### config.mk
export PLATFORM = sky130hd
export DESIGN_NAME = tcw_seq
export DESIGN_NICKNAME = d
export VERILOG_FILES = /design/src/rtl/text_console_writer_assert.svh /design/src/rtl/tcw_pkg.sv /design/src/rtl/tcw_seq.sv
export SDC_FILE = /design/constraint.sdc
export NUM_CORES = 1
export LEC_CHECK = 0
export BUFFER_PORTS_ARGS = -buffer_cell sky130_fd_sc_hd__buf_2
export CELL_PAD_IN_SITES_DETAIL_PLACEMENT = 1
export CELL_PAD_IN_SITES_GLOBAL_PLACEMENT = 1
export CORE_UTILIZATION = 33
export DETAILED_ROUTE_END_ITERATION = 6
export PLACE_DENSITY = 0.73
export SLEW_MARGIN = 20
export SYNTH_ARGS = -nofsm -noshare
export SYNTH_HDL_FRONTEND = slang
export SYNTH_SLANG_ARGS = --single-unit
### constraint.sdc
create_clock -name clock -period 2.6 [get_ports clock]
set_input_delay 0.52 -clock clock [delete_from_list [all_inputs] [get_ports clock]]
set_output_delay 0.52 -clock clock [all_outputs]
set_load 0.01 [all_outputs]
### src/rtl/text_console_writer_assert.svh
// Assertion macros used by the text console writer top level.
`ifndef TEXT_CONSOLE_WRITER_ASSERT_SVH
`define TEXT_CONSOLE_WRITER_ASSERT_SVH

// Same-cycle implication, gated off while reset is high.
`define TCW_ASSERT_NOW(label, clk, rst, ante, cons, msg) \
   label: assert property (@(posedge clk) disable iff (rst) (ante) |-> (cons)) \
      else $error(msg);

// Next-cycle implication, gated off while reset is high.
`define TCW_ASSERT_NEXT(label, clk, rst, ante, cons, msg) \
   label: assert property (@(posedge clk) disable iff (rst) (ante) |=> (cons)) \
      else $error(msg);

`endif

### src/rtl/tcw_pkg.sv
// Shared types and constants for the text console writer.
`timescale 1ns / 1ps

package tcw_pkg;

   localparam int TCW_COLUMNS = 80;
   localparam int TCW_ROWS    = 25;

   localparam logic [7:0]  RESET_ATTR  = 8'h0F;
   localparam logic [7:0]  CH_LF       = 8'd10;
   localparam logic [7:0]  CH_CR       = 8'd13;
   localparam logic [7:0]  CH_SPACE    = 8'h20;
   localparam logic [15:0] RESET_BLANK = {RESET_ATTR, CH_SPACE};

   typedef enum logic [1:0] {
      CMD_PUT   = 2'd0,
      CMD_CLEAR = 2'd1,
      CMD_READ  = 2'd2
   } tcw_cmd_type;

   typedef enum logic [2:0] {
      ST_INIT,
      ST_IDLE,
      ST_COPY,
      ST_FILL,
      ST_READ,
      ST_RESP
   } tcw_state_type;

   typedef struct packed {
      logic [6:0]  cursor_column;
      logic [4:0]  cursor_row;
      logic        scrolled;
      logic [15:0] cell_value;
   } tcw_result_type;

endpackage

### src/rtl/tcw_seq.sv
// Command sequencer: cursor, store sweeps for clear/scroll/init, cell reads.
`timescale 1ns / 1ps

module tcw_seq #(
   parameter int COLUMNS = tcw_pkg::TCW_COLUMNS,
   parameter int ROWS = tcw_pkg::TCW_ROWS,
   parameter int ADDR_W = $clog2(COLUMNS * ROWS)
) (
   input  logic                    clock,
   input  logic                    reset,
   input  logic                    req_take,
   input  logic [1:0]              req_command,
   input  logic [7:0]              req_char_code,
   input  logic [10:0]             req_cell_index,
   input  logic [7:0]              attr,
   input  logic                    slot_free,
   output logic                    ready,
   output logic                    done,
   output tcw_pkg::tcw_result_type result,
   output logic                    mem_we,
   output logic [ADDR_W-1:0]       mem_waddr,
   output logic [15:0]             mem_wdata,
   output logic                    mem_re,
   output logic [ADDR_W-1:0]       mem_raddr,
   input  logic [15:0]             mem_rdata
);
   import tcw_pkg::*;

   localparam int CELLS = COLUMNS * ROWS;
   localparam logic [ADDR_W-1:0] LAST_CELL = ADDR_W'(CELLS - 1);
   localparam logic [ADDR_W-1:0] COPY_END  = ADDR_W'(CELLS - COLUMNS);
   localparam logic [4:0]        LAST_ROW  = 5'(ROWS - 1);

   tcw_state_type     state_ff, state_in;
   logic [ADDR_W-1:0] cnt_ff, cnt_in;
   logic [6:0]        col_ff, col_in;
   logic [4:0]        row_ff, row_in;
   logic              scr_ff, scr_in;
   logic [15:0]       val_ff, val_in;
   logic [ADDR_W-1:0] pend_addr_ff, pend_addr_in;
   logic              pend_valid_ff, pend_valid_in;

   logic [15:0]       blank;
   logic [7:0]        col_inc;
   logic [5:0]        row_inc;
   logic [ADDR_W-1:0] cursor_addr;
   logic              idx_in_range;

   assign blank        = {attr, CH_SPACE};
   assign col_inc      = {1'b0, col_ff} + 8'd1;
   assign row_inc      = {1'b0, row_ff} + 6'd1;
   assign cursor_addr  = ADDR_W'(32'(row_ff) * COLUMNS + 32'(col_ff));
   assign idx_in_range = 32'(req_cell_index) < CELLS;

   always_ff @(posedge clock) begin
      if (reset) begin
         state_ff      <= ST_INIT;
         cnt_ff        <= '0;
         col_ff        <= '0;
         row_ff        <= '0;
         pend_valid_ff <= 1'b0;
      end else begin
         state_ff      <= state_in;
         cnt_ff        <= cnt_in;
         col_ff        <= col_in;
         row_ff        <= row_in;
         pend_valid_ff <= pend_valid_in;
      end
   end

   always_ff @(posedge clock) begin
      scr_ff       <= scr_in;
      val_ff       <= val_in;
      pend_addr_ff <= pend_addr_in;
   end

   always_comb begin
      logic [6:0] new_col;
      logic [5:0] new_row;

      new_col       = col_ff;
      new_row       = {1'b0, row_ff};
      state_in      = state_ff;
      cnt_in        = cnt_ff;
      col_in        = col_ff;
      row_in        = row_ff;
      scr_in        = scr_ff;
      val_in        = val_ff;
      pend_addr_in  = pend_addr_ff;
      pend_valid_in = 1'b0;
      mem_we        = 1'b0;
      mem_waddr     = cnt_ff;
      mem_wdata     = blank;
      mem_re        = 1'b0;
      mem_raddr     = ADDR_W'(req_cell_index);
      ready         = 1'b0;
      done          = 1'b0;

      unique case (state_ff)
         ST_INIT: begin
            // power-up blanking uses the reset attribute, not the live register
            mem_we    = 1'b1;
            mem_wdata = RESET_BLANK;
            if (cnt_ff == LAST_CELL) begin
               cnt_in   = '0;
               state_in = ST_IDLE;
            end else begin
               cnt_in = cnt_ff + 1'b1;
            end
         end

         ST_IDLE: begin
            ready = 1'b1;
            if (req_take) begin
               scr_in = 1'b0;
               val_in = '0;
               unique case (tcw_cmd_type'(req_command))
                  CMD_PUT: begin
                     if (req_char_code == CH_LF) begin
                        new_col = '0;
                        new_row = row_inc;
                     end else if (req_char_code == CH_CR) begin
                        new_col = '0;
                     end else begin
                        mem_we    = 1'b1;
                        mem_waddr = cursor_addr;
                        mem_wdata = {attr, req_char_code};
                        if (32'(col_inc) >= COLUMNS) begin
                           new_col = '0;
                           new_row = row_inc;
                        end else begin
                           new_col = col_inc[6:0];
                        end
                     end
                     col_in = new_col;
                     if (32'(new_row) >= ROWS) begin
                        row_in   = LAST_ROW;
                        scr_in   = 1'b1;
                        cnt_in   = '0;
                        state_in = ST_COPY;
                     end else begin
                        row_in   = new_row[4:0];
                        state_in = ST_RESP;
                     end
                  end
                  CMD_CLEAR: begin
                     col_in   = '0;
                     row_in   = '0;
                     cnt_in   = '0;
                     state_in = ST_FILL;
                  end
                  CMD_READ: begin
                     if (idx_in_range) begin
                        mem_re   = 1'b1;
                        state_in = ST_READ;
                     end else begin
                        state_in = ST_RESP;
                     end
                  end
                  default: begin
                     state_in = ST_RESP;
                  end
               endcase
            end
         end

         ST_COPY: begin
            // read one row ahead, write it back in the next cycle
            if (pend_valid_ff) begin
               mem_we    = 1'b1;
               mem_waddr = pend_addr_ff;
               mem_wdata = mem_rdata;
            end
            if (cnt_ff != COPY_END) begin
               mem_re        = 1'b1;
               mem_raddr     = ADDR_W'(32'(cnt_ff) + COLUMNS);
               pend_addr_in  = cnt_ff;
               pend_valid_in = 1'b1;
               cnt_in        = cnt_ff + 1'b1;
            end else begin
               state_in = ST_FILL;
            end
         end

         ST_FILL: begin
            mem_we = 1'b1;
            if (cnt_ff == LAST_CELL) begin
               state_in = ST_RESP;
            end else begin
               cnt_in = cnt_ff + 1'b1;
            end
         end

         ST_READ: begin
            val_in   = mem_rdata;
            state_in = ST_RESP;
         end

         ST_RESP: begin
            done = 1'b1;
            if (slot_free) begin
               state_in = ST_IDLE;
            end
         end

         default: begin
            state_in = ST_IDLE;
         end
      endcase
   end

   assign result.cursor_column = col_ff;
   assign result.cursor_row    = row_ff;
   assign result.scrolled      = scr_ff;
   assign result.cell_value    = val_ff;

endmodule
==> summary.md, run 1 <==
| Metric | Value |
|---|---|
| Clock input transition at the sequential cells of the worst setup and hold paths | `~0.1 ns` |
| Synthesis warning total | `0` |
| Library cell contributing the largest single delay on the critical path | `fa_2` |
| Area share of and/or/nand/nor cells after synthesis | `0.2664` |
| Critical path cell sequence | `ha_4, ha_4, inv_2, fa_2, buf_4, buf_6, buf_4, xor2_1, a22oi_1, nand2_1, buf_2` |
| Final Hold Slack | `~0.50 ns` |
| Vert. Die Dim | `107.1 µm` |
| Slack of the worst reg-to-reg path | `0.15 ns` |
| RSZ-0062 raised after global routing | `true` |
| Relative contribution of combinational cells to total power | `0.098` |
| Destination of the worst register-to-register timing path | `cnt_ff[7]$_SDFFE_PP0P_` |
| Area taken by multi-input logic gates | `between 0.002 and 0.0025 mm²` |
| Number of nets in the synthesized netlist | `504` |
| Largest family of logic cells by synthesized area | `simple AND/OR/NAND/NOR gates` |
| Clock tree buffer depth | `2` |
| Pin count of the biggest net entering global routing | `19` |
| Critical path buffer and inverter count | `5` |
| Library cell with the highest instance count after synthesis | `nand2_1` |
| Die ar. | `~0.011 mm²` |
| Wire length per cell | `about 17 µm` |
| Total power density per cell area | `between 300 and 400 mW/mm²` |
| Clock Skew | `0.006384 ns` |
| Buffer type at the clock tree root | `clkbuf_8` |
| Hpwl dp | `~9600 µm` |
| Max Freq | `0.3263 GHz` |
| Number of top-level design ports | `120` |
| Final nets | `670` |
| Post-route worst setup slack | `-0.4651 ns` |
| Count of mapped cells out of synthesis | `437` |
| Final-layout setup total negative slack | `-1.288 ns` |
| DRC viols | `0` |
| Leakage power figure | `between 2 and 2.5 nW` |
| Switch Pwr | `about 0.00036 W` |
| Critical Path RT | `2.08 ns` |
| Number of global-route vias before repair | `just under 4k` |
| Top cell family by delay on the critical path | `adder cells` |
| N_diodes | `0` |
| Effective utilization at floorplan | `0.3377` |
| Clk network pwr share | `0.306` |
| Outcome | `complete, but fails checks` |
| Transition time at the pin with the least slew margin | `~0.56 ns` |
| Largest area contributor in the netlist | `edfxtp_1` |
| Register cell area after layout | `between 0.001 and 0.0015 mm²` |
| Synth Area in Compound Gates | `0.2056` |
| Levels on crit path | `11` |
| Final Hold Viols | `0` |
| Die W | `107.1 µm` |
| Overall overflow remaining after global route | `0` |
| Number of unique standard cell types used by synthesis | `57` |
| Initial detailed-routing violation count | `170` |
| Buffers on Ports | `119` |
| Post-synth design cell area | `between 0.003 and 0.004 mm²` |
| Wire length of the first global-routing pass | `between 15000 and 20000 µm` |
| Sw frac | `0.2388` |
| Area fraction of the dominant cell type after synthesis | `0.2307` |
| Fillers | `~1.3k` |
| Number of H-tree branching levels | `2` |
| Count of cells along the worst register-to-register path | `10` |
| Mean post-synth cell area | `between 8 and 9 µm²` |
| Ys flop type | `edfxtp_1` |
| Antenna violations before repair | `0` |
| Delay of the slowest cell on the worst path | `~0.46 ns` |
| Clock Latency Late Sink | `around 0.31 ns` |
| Internal Dissipation | `0.001157 W` |
| Top cells by area, synth | `edfxtp_1 (23%), dfxtp_1 (15%), nand2_1 (7.2%), ha_1 (5.5%), nor2_1 (4.5%)` |
| Max-Slew Margin vs Limit | `0.6242` |
| P&R area growth vs syn | `38.48%` |
| Share of cell area taken by muxes after synthesis | `0.002746` |
| Beginning of the worst register-to-register path | `col_ff[0]$_SDFFE_PP0P_` |
| Critical path class | `reg2out` |
| Fraction of synthesis flops using an asynchronous set or reset pin | `0` |
| Adder-Cell Fraction of Synth Area | `0.06591` |
| Number of vias in the routed layout | `3899` |
| Peak supply drop | `between 200 and 250 µV` |
| TritonCTS clock tree | `done` |
| Number of setup violations in the final report | `3` |
| Vias per std cell | `5.241` |
| Number of pins with negative max-slew slack in the final report | `0` |
| Power share of the sequential group | `0.596` |
| WP data arrival | `about 2.6 ns` |
| Flip-flop and latch count after synthesis | `55` |
| Synthesized-area fraction occupied by xor and xnor cells | `0.04085` |
| Total routed wirelength | `between 10000 and 15000 µm` |
| Cell count after placement | `about 720` |
| Synth top cells by count | `nand2_1 (70), nor2_1 (44), o21ai_0 (32)` |
| Maximum fanout encountered on the critical timing path | `2` |
| Nature of the critical path startpoint | `flop` |
| Sequential fraction of the synthesis area | `0.3790` |
| Placer Congestion | `just over 0.8` |
| Capture point of the worst path | `mem_waddr[8]` |
| Number of iterations in the first detailed-routing pass | `4` |
| Total clock buffers created by CTS | `5` |
| Critical Path Start | `row_ff[3]$_SDFFE_PP0P_` |
| Final critical-path share of the clock period | `1.179` |
| Clock Sinks | `55` |
| Number of synthesized flops with an enable pin | `28` |
| All-Layer GR Usage | `0.2168` |
| Area of the core region | `approximately 0.011 mm²` |
| Setup WS pre-CTS | `-0.2888 ns` |
| Residual antenna-violating net count after detailed routing | `0` |
| Reported max-cap violation count | `0` |
| Violated checks | `negative setup slack` |
| HP Class | `in2reg` |
| Fraction of layout instances using a drive strength above 1 | `0.3791` |
| Post-layout minimum cycle time | `3.065 ns` |
| FP Rows | `38` |
| Fin util | `0.4677` |
| Number of standard cells in the final layout excluding fillers | `between 700 and 800` |
| Nature of the critical path endpoint | `output pin` |
-- metal layers --
| metal | part of all wire | global-route usage | wire length (µm) | vias up |
|---|---|---|---|---|
| li1 | - | - | - | 1895 |
| met1 | 0.44 | 0.2753 | 5610 | 1899 |
| met2 | 0.50 | 0.3880 | 6355 | 93 |
| met3 | 0.041 | 0.02614 | 513 | 12 |
| met4 | 0.013 | 0.05382 | 168 | 0 |
| met5 | 0 | 0 | 0 | - |
-- worst min-delay path by stage --
stage | start | to | slack (ns) | cells after the start
2_1_floorplan | cnt_ff[6]$_SDFFE_PP0P_ | pend_addr_ff[6]$_DFFE_PP_ | 0.41 | 0
4_1_cts | mem_rdata[8] | val_ff[8]$_SDFFCE_PN0P_ | 0.50 | 2
3_3_place_gp | cnt_ff[9]$_SDFFE_PP0P_ | cnt_ff[9]$_SDFFE_PP0P_ | 0.53 | 2
5_1_grt | mem_rdata[10] | val_ff[10]$_SDFFCE_PN0P_ | 0.50 | 2
6_report | mem_rdata[14] | val_ff[14]$_SDFFCE_PN0P_ | 0.50 | 2
3_5_place_dp | cnt_ff[9]$_SDFFE_PP0P_ | pend_addr_ff[9]$_DFFE_PP_ | 0.54 | 0
-- per-stage QoR --
step | instance area [µm²] | power (W)
global route | 5047 | 0.001583
finish | 5047 | 0.001521
floorplan | 3659 | 0.0009811
detailed placement | 4664 | 0.001072
CTS | 4863 | 0.001537
global placement | 4664 | 0.001067
-- power by group through the flow --
stage / registers (W) / clock network [W] / logic [W]
4_1_cts: 0.000908 / 0.000483 / 0.000146
3_5_place_dp: 0.000928 / 0 / 0.000144
2_1_floorplan: 0.000930 / 0 / 0.0000509
5_1_grt: 0.000908 / 0.000510 / 0.000165
6_report: 0.000907 / 0.000465 / 0.000149
3_3_place_gp: 0.000928 / 0 / 0.000139
-- state kept, by name (all words and copies together), names as in the netlist --
register,cells
state_ff,3
pend_valid_ff,1
row_ff,5
col_ff,7
val_ff,16
cnt_ff,11
pend_addr_ff,11
scr_ff,1
-- placed cells by master, fill, tap and decap left out, types with 3 or more instances in the layout --
| cell type | n |
|---|---|
| a21oi_1 | 27 |
| nor2b_1 | 6 |
| edfxtp_1 | 28 |
| nand2b_1 | 4 |
| and3_1 | 7 |
| o21ai_2 | 3 |
| dfxtp_4 | 3 |
| nor3_1 | 4 |
| a31oi_1 | 8 |
| xor2_1 | 9 |
| or2_2 | 4 |
| dfxtp_1 | 22 |
| or3_1 | 7 |
| buf_4 | 54 |
| nor2_2 | 4 |
| clkbuf_8 | 5 |
| inv_1 | 14 |
| a21o_1 | 3 |
| nor3_2 | 3 |
| ha_1 | 10 |
| o21ai_0 | 32 |
| ha_4 | 4 |
| nor3b_1 | 3 |
| nand3_1 | 9 |
| and2_1 | 19 |
| buf_2 | 119 |
| nand2_2 | 3 |
| nor2_1 | 39 |
| a22oi_1 | 12 |
| o211ai_1 | 3 |
| buf_6 | 3 |
| xnor2_1 | 7 |
| a22o_1 | 6 |
| nand2_1 | 67 |
-- what timing repair did --
action | 4_1_cts | 5_1_grt
buffers inserted | 5 | 10
pin swaps | 14 | 11
gates resized for setup | 16 | 20
cloned | 0 | 2
hold buffers | 0 | 0
setup endpoints to repair | 16 | 33
-- logic make-up after synthesis --
family	Yosys count
and+or+nand+nor	196
AOI/OAI and AO/OA	115
DFF	55
buffers and inverters	35
adders and majority gates	18
xor gates and xnor gates	17
muxes	1
-- layout make-up --
class                           instances  area share
Timing Repair Buffer                  177      0.2090
Clock inverter                          2    0.001487
Multi-Input combinational cell        349      0.4529
Tap cell                              140     0.03471
Clock buffer                            6     0.01438
Inverter                               15     0.01116
Sequential cell                        55      0.2764
(Power assumes the default switching activity.)
==> run 2, diff against run 1 <==
CORE_UTILIZATION = 35   (was 33)
PLACE_DENSITY = 0.74   (was 0.73)
clock period = 3.58 ns   (was 2.6 ns; I/O delays follow)
==> summary.md, run 2 (same netlist as run 1, synthesis figures left out) <==
| Metric | Value |
|---|---|
| Total clock buffers created by CTS | `5 (unchanged)` |
| Power share of the sequential group | `0.588 (-0.008)` |
| Critical path class | `reg2out` |
| Clock Latency Late Sink | `0.33 ns (+0.02 ns)` |
| Number of H-tree branching levels | `2 (unchanged)` |
| Most frequent standard cell in the layout excluding fill and tap cells | `buf_2` |
| DRC viols | `0 (unchanged)` |
| Residual antenna-violating net count after detailed routing | `0 (unchanged)` |
| Vias per std cell | `5.303 (+1.2%)` |
| Clock Skew | `0.01049 ns (+0.004110 ns)` |
| Max Freq | `about 0.29 GHz` |
| FP Rows | `36 (-5.3%)` |
| Cell area after layout | `0.004481 mm² (-11%)` |
| Overall overflow remaining after global route | `0 (unchanged)` |
| Fraction of layout instances using a drive strength above 1 | `0.2731 (-0.1061)` |
| All-Layer GR Usage | `0.2145 (-0.002337)` |
| Leakage power figure | `2.007 nW (-12%)` |
| Die W | `104.0 µm (-2.8%)` |
| Number of standard cells in the final layout excluding fillers | `686 (-7.8%)` |
| Worst Min Path Start | `row_ff[1]$_SDFFE_PP0P_` |
| WP data arrival | `2.71 ns (+0.16 ns)` |
| Top metal layer carrying routed signals | `met4` |
| Final critical-path share of the clock period | `0.9568` |
| Final-layout setup total negative slack | `0 ns (+1.288 ns)` |
| Antenna violations before repair | `0 (unchanged)` |
| Sw frac | `0.2575 (+0.01871)` |
| Most used cells in the layout excluding fill and tap cells | `buf_2 (119), nand2_1 (70), nor2_1 (44)` |
| Number of vias in the routed layout | `3638 (-6.7%)` |
| Largest register by flop count | `val_ff` |
| Critical Path RT | `2.86 ns (+0.78 ns)` |
| Number of setup violations in the final report | `0 (-3)` |
| Die ar. | `0.01083 mm² (-5.6%)` |
| Outcome | `finished, final reports clean` |
| Wire length per cell | `16.97 µm (-0.16%)` |
| Clk network pwr share | `0.333 (+0.027)` |
| Clock input transition at the sequential cells of the worst setup and hold paths | `0.11 ns (about the same)` |
| Final Hold Viols | `0 (unchanged)` |
| Buffer type at the clock tree root | `clkbuf_8` |
| Transition time at the pin with the least slew margin | `0.6200 ns (+0.05836 ns)` |
| Post-Route M1 WL | `5184 µm (-7.6%)` |
| Total power density per cell area | `253.2 mW/mm² (-16%)` |
| Beginning of the worst register-to-register path | `col_ff[0]$_SDFFE_PP0P_` |
| Nature of the critical path startpoint | `flop` |
| Registers with the most flip-flops | `val_ff (16), cnt_ff (11), pend_addr_ff (11)` |
| Number of pins with negative max-slew slack in the final report | `0 (unchanged)` |
| Buffers on Ports | `119 (unchanged)` |
| Placer Congestion | `0.8369 (+1.4%)` |
| Nature of the critical path endpoint | `output pin` |
| Number of top-level design ports | `120 (unchanged)` |
| Post-layout power | `0.001135 W (-25%)` |
| Max FFs per register | `16 (unchanged)` |
| Effective utilization at floorplan | `0.3661 (+0.02844)` |
| Clock tree buffer depth | `2 (unchanged)` |
| Post-layout minimum cycle time | `3.425 ns` |
| Number of iterations in the first detailed-routing pass | `4 (unchanged)` |
| Area of the core region | `0.009955 mm² (-7.8%)` |
| Maximum fanout encountered on the critical timing path | `9 (+7)` |
| Switch Pwr | `0.0002922 W (-20%)` |
| Cell count after placement | `678 (-5.7%)` |
| N_diodes | `0 (unchanged)` |
| Initial detailed-routing violation count | `161 (-5.3%)` |
| Met3 WL | `330 µm (-36%)` |
| Routed wl met2 | `5941 µm (-6.5%)` |
| Hpwl dp | `8996 µm (-6.0%)` |
| Critical Path Start | `row_ff[2]$_SDFFE_PP0P_` |
| Relative contribution of combinational cells to total power | `0.079 (-0.019)` |
| Pin count of the biggest net entering global routing | `20 (+1)` |
| Post-detailed-placement cell area | `0.004387 mm² (-6.0%)` |
| Total routed wirelength | `11640 µm (-7.9%)` |
| Reported max-cap violation count | `0 (unchanged)` |
| HP Class | `reg2reg` |
| Internal Dissipation | `0.0008424 W (-27%)` |
| Fin util | `0.4501 (-0.01756)` |
| TritonCTS clock tree | `done` |
| P&R area growth vs syn | `22.93%` |
| Wire length of the first global-routing pass | `18620 µm (-5.5%)` |
| RSZ-0062 raised after global routing | `false` |
| Number of global-route vias before repair | `3648 (-6.4%)` |
| Clock Sinks | `55 (unchanged)` |
| Peak supply drop | `164.9 µV (-21%)` |
| Post-CTS setup buffer count | `0 (-5)` |
| Max-Slew Margin vs Limit | `0.5862 (-0.03798)` |
| Final nets | `619 (-7.6%)` |
| Vert. Die Dim | `104.0 µm (-2.8%)` |
[run 2: path summary, 6_finish.rpt]
check                                               to  slack, ns  depth (start not counted)
worst max-delay path                     mem_waddr[10]       0.15                         11
worst min-delay path            row_ff[1]$_SDFFE_PP0P_       0.54                          2
worst max register to register  cnt_ff[9]$_SDFFE_PP0P_       0.72                          9
worst min register to register  row_ff[1]$_SDFFE_PP0P_       0.54                          2
[run 2: cell type report]
type / count / area [µm²]
fillers: 1260 / 5474
multi-input cells: 347 / 2120
flip-flops and latches: 55 / 1384
repair buffers: 128 / 663.1
well taps: 133 / 166.4
clock buffers: 5 / 68.82
inverters: 15 / 56.30
clock inverters: 3 / 22.52
[run 2: what timing repair did]
action                                  in CTS  in global routing
hold buffers                                 0                  0
resized for setup                            0                  2
endpoints found under the setup margin       0                  1
[run 2: worst max-delay path: stages, from the launching register on]
cell,delay [ns]
dfxtp_1,0.50
ha_1,0.21
ha_1,0.17
inv_1,0.06
fa_1,0.37
xor2_1,0.20
nor3_1,0.19
xor2_1,0.22
xnor2_1,0.09
a22oi_1,0.15
nand2_1,0.08
buf_2,0.14
[run 2: per-stage QoR]
step / setup slack (ns) / hold WS [ns]
finish: 0.1548 / 0.5370
detailed placement: 0.4028 / 0.5578
global placement: 0.4808 / 0.5563
global route: 0.01662 / 0.5596
CTS: 0.004358 / 0.5738
floorplan: 0.6250 / 0.4064
[run 2: metal layers]
layer / vias to the layer above / track usage
li1: 1790 / -
met1: 1756 / 0.2680
met2: 79 / 0.3814
met3: 13 / 0.03070
met4: 0 / 0.06224
met5: - / 0
[run 2: power by group through the flow]
| stage | registers, W | logic, W | clock network, W |
|---|---|---|---|
| after CTS | 0.000667 | 0.0000912 | 0.000388 |
| after global routing | 0.000668 | 0.000100 | 0.000412 |
| after global placement | 0.000681 | 0.0000878 | 0 |
| after floorplan | 0.000677 | 0.0000369 | 0 |
| after detailed placement | 0.000681 | 0.0000904 | 0 |
| final | 0.000667 | 0.0000900 | 0.000378 |
==> run 3, diff against run 2 <==
BUFFER_PORTS_ARGS = unset   (was -buffer_cell sky130_fd_sc_hd__buf_2)
CORE_UTILIZATION = 50   (was 35)
DONT_BUFFER_PORTS = 1   (was unset)
PLACE_DENSITY = 0.82   (was 0.74)
==> summary.md, run 3 (same netlist as run 1, synthesis figures left out) <==
| Metric | Value |
|---|---|
| DRC viols | `0 (unchanged)` |
| Critical path cell sequence | `ha_1, ha_1, inv_1, fa_1, nor3_1, xor2_1, xnor2_1, a22oi_1, nand2_1` |
| TritonCTS clock tree | `done` |
| Transition time at the pin with the least slew margin | `0.6181 ns (-0.001850 ns)` |
| Wire length per cell | `18.93 µm (+12%)` |
| Met3 usage in global routing | `0.06919 (+0.03849)` |
| Final Hold Slack | `0.4559 ns (-0.08110 ns)` |
| Number of top-level design ports | `120 (unchanged)` |
| Area taken by multi-input logic gates | `0.002120 mm² (unchanged)` |
| Fraction of layout instances using a drive strength above 1 | `0.07356 (-0.1995)` |
| Registers with the most flip-flops | `val_ff (16), cnt_ff (11), pend_addr_ff (11)` |
| Number of pins with negative max-slew slack in the final report | `0 (unchanged)` |
| Vert. Die Dim | `87.38 µm (-16%)` |
| Buffers on Ports | `0 (-100%)` |
| Number of vias in the routed layout | `3233 (-11%)` |
| Register cell area after layout | `0.001386 mm² (+0.18%)` |
| Most frequent standard cell in the layout excluding fill and tap cells | `nand2_1` |
| Leakage power figure | `1.494 nW (-26%)` |
| Hpwl dp | `7620 µm (-15%)` |
| Number of setup violations in the final report | `0 (unchanged)` |
| Pin count of the biggest net entering global routing | `20 (unchanged)` |
| Nature of the critical path startpoint | `flop` |
| Reported max-cap violation count | `0 (unchanged)` |
| Clock tree buffer depth | `2 (unchanged)` |
| Post-layout power | `0.001118 W (-1.5%)` |
| Total of hold buffers inserted after clock tree synthesis | `0 (unchanged)` |
| Peak supply drop | `176.6 µV (+7.1%)` |
| RSZ-0062 raised after global routing | `false` |
| Clock Skew | `0.008716 ns (-0.001779 ns)` |
| Final Hold Viols | `0 (unchanged)` |
| Post-route worst setup slack | `0.1316 ns (-0.02317 ns)` |
| Most used cells in the layout excluding fill and tap cells | `nand2_1 (70), nor2_1 (44), o21ai_0 (32)` |
| Worst Min Path Start | `reset` |
| Post-CTS setup buffer count | `0 (unchanged)` |
| Number of global-route vias before repair | `3124 (-14%)` |
| Effective utilization at floorplan | `0.5277 (+0.1616)` |
| Count of cells along the worst hold path | `1 (-1)` |
| Overall overflow remaining after global route | `0 (unchanged)` |
| Number of H-tree branching levels | `2 (unchanged)` |
| P&R area growth vs syn | `6.042%` |
| Die W | `87.38 µm (-16%)` |
| Outcome | `finished, final reports clean` |
| Vias per std cell | `6.089 (+15%)` |
| Total power density per cell area | `289.2 mW/mm² (+14%)` |
| GR Layer Usage met2 | `0.4652 (+0.08377)` |
| Critical path class | `reg2out` |
| Largest register by flop count | `val_ff` |
| Number of iterations in the first detailed-routing pass | `4 (unchanged)` |
| Delay of the slowest cell on the worst path | `0.47 ns (-0.03 ns)` |
| Initial detailed-routing violation count | `82 (-49%)` |
| Residual antenna-violating net count after detailed routing | `0 (unchanged)` |
| Maximum fanout encountered on the critical timing path | `8 (-1)` |
| Cell area after layout | `0.003865 mm² (-14%)` |
| Nature of the critical path endpoint | `output pin` |
| Post-layout minimum cycle time | `3.448 ns (+0.02317 ns)` |
| Clock Sinks | `55 (unchanged)` |
| Total clock buffers created by CTS | `5 (unchanged)` |
| Count of cells along the worst register-to-register path | `9 (unchanged)` |
| Cell mode on critical path | `ha_1` |
| Cts repair resizes | `1 (+1)` |
| Clock Latency Late Sink | `0.31 ns (-0.02 ns)` |
| Buffer type at the clock tree root | `clkbuf_8` |
| Total routed wirelength | `10050 µm (-14%)` |
| Final critical-path share of the clock period | `0.9632 (+0.006472)` |
| Critical Path Start | `row_ff[1]$_SDFFE_PP0P_` |
| Final-layout setup total negative slack | `0 ns (unchanged)` |
| Post-detailed-placement cell area | `0.003752 mm² (-14%)` |
| Max FFs per register | `16 (unchanged)` |
| WP data arrival | `2.73 ns (+0.02 ns)` |
| HP Class | `in2reg` |
| N_diodes | `0 (unchanged)` |
| Area of the core region | `0.006907 mm² (-31%)` |
| Placer Congestion | `0.8133 (-2.8%)` |
| Top Usage Layer GRT | `met2` |
| Library cell contributing the largest single delay on the critical path | `fa_1` |
| Fillers | `854 (-32%)` |
| Beginning of the worst register-to-register path | `col_ff[1]$_SDFFE_PP0P_` |
| FP Rows | `30 (-17%)` |
| Max Freq | `0.2900 GHz (-0.67%)` |
| Met1 track utilization from global routing | `0.3217 (+0.05378)` |
| Clock input transition at the sequential cells of the worst setup and hold paths | `0.10 ns (about the same)` |
| Antenna violations before repair | `0 (unchanged)` |
| Wire length of the first global-routing pass | `15590 µm (-16%)` |
| Final nets | `501 (-19%)` |
| Critical Path RT | `2.86 ns (about the same)` |
| All-Layer GR Usage | `0.2652 (+0.05070)` |
| Die ar. | `0.007635 mm² (-29%)` |
| Max-Slew Margin vs Limit | `0.5874 (+0.001125)` |
| Setup WS pre-CTS | `0.3799 ns (-0.02286 ns)` |
==> run 3: final cells by class <==
type | count | area share
inverter | 15 | 0.01457
tap | 96 | 0.03108
timing repair buffer | 10 | 0.01942
clock inverter | 3 | 0.01004
multi-input combinational | 347 | 0.5484
clock buffer | 5 | 0.01781
sequential | 55 | 0.3587
==> run 3: final timing paths <==
| path | end | slack (ns) |
|---|---|---|
| worst max-delay path | mem_waddr[10] | 0.13 |
| worst min-delay path | row_ff[4]$_SDFFE_PP0P_ | 0.46 |
| worst max register to register | cnt_ff[9]$_SDFFE_PP0P_ | 0.74 |
| worst min register to register | row_ff[1]$_SDFFE_PP0P_ | 0.55 |
==> run 3: per-stage QoR <==
| step | cells | utilization |
|---|---|---|
| 6_report | 531 | 0.5596 |
| 3_3_place_gp | 523 | 0.5433 |
| 2_1_floorplan | 437 | - |
| 3_5_place_dp | 523 | 0.5433 |
| 5_1_grt | 531 | 0.5596 |
| 4_1_cts | 531 | 0.5591 |
==> run 3: where the power goes <==
group	switching, W	internal (W)
logic	0.0000267	0.0000166
clock network	0.000205	0.000205
registers	0.00000581	0.000658
total	0.000238	0.000880
==> run 3: critical path: cells and delay by family (launching register included) <==
family | cells | cell delay, ns
buffers and inverters | 1 | 0.09
AOI/OAI and AO/OA | 1 | 0.21
DFF | 1 | 0.40
and+or+nand+nor | 2 | 0.44
xor gates and xnor gates | 2 | 0.30
adders and majority gates | 3 | 0.99
==> run 3: metal layers <==
layer,vias to the layer above,share of wire
li1,1545,-
met1,1566,0.42
met2,109,0.50
met3,13,0.066
met4,0,0.015
met5,-,0
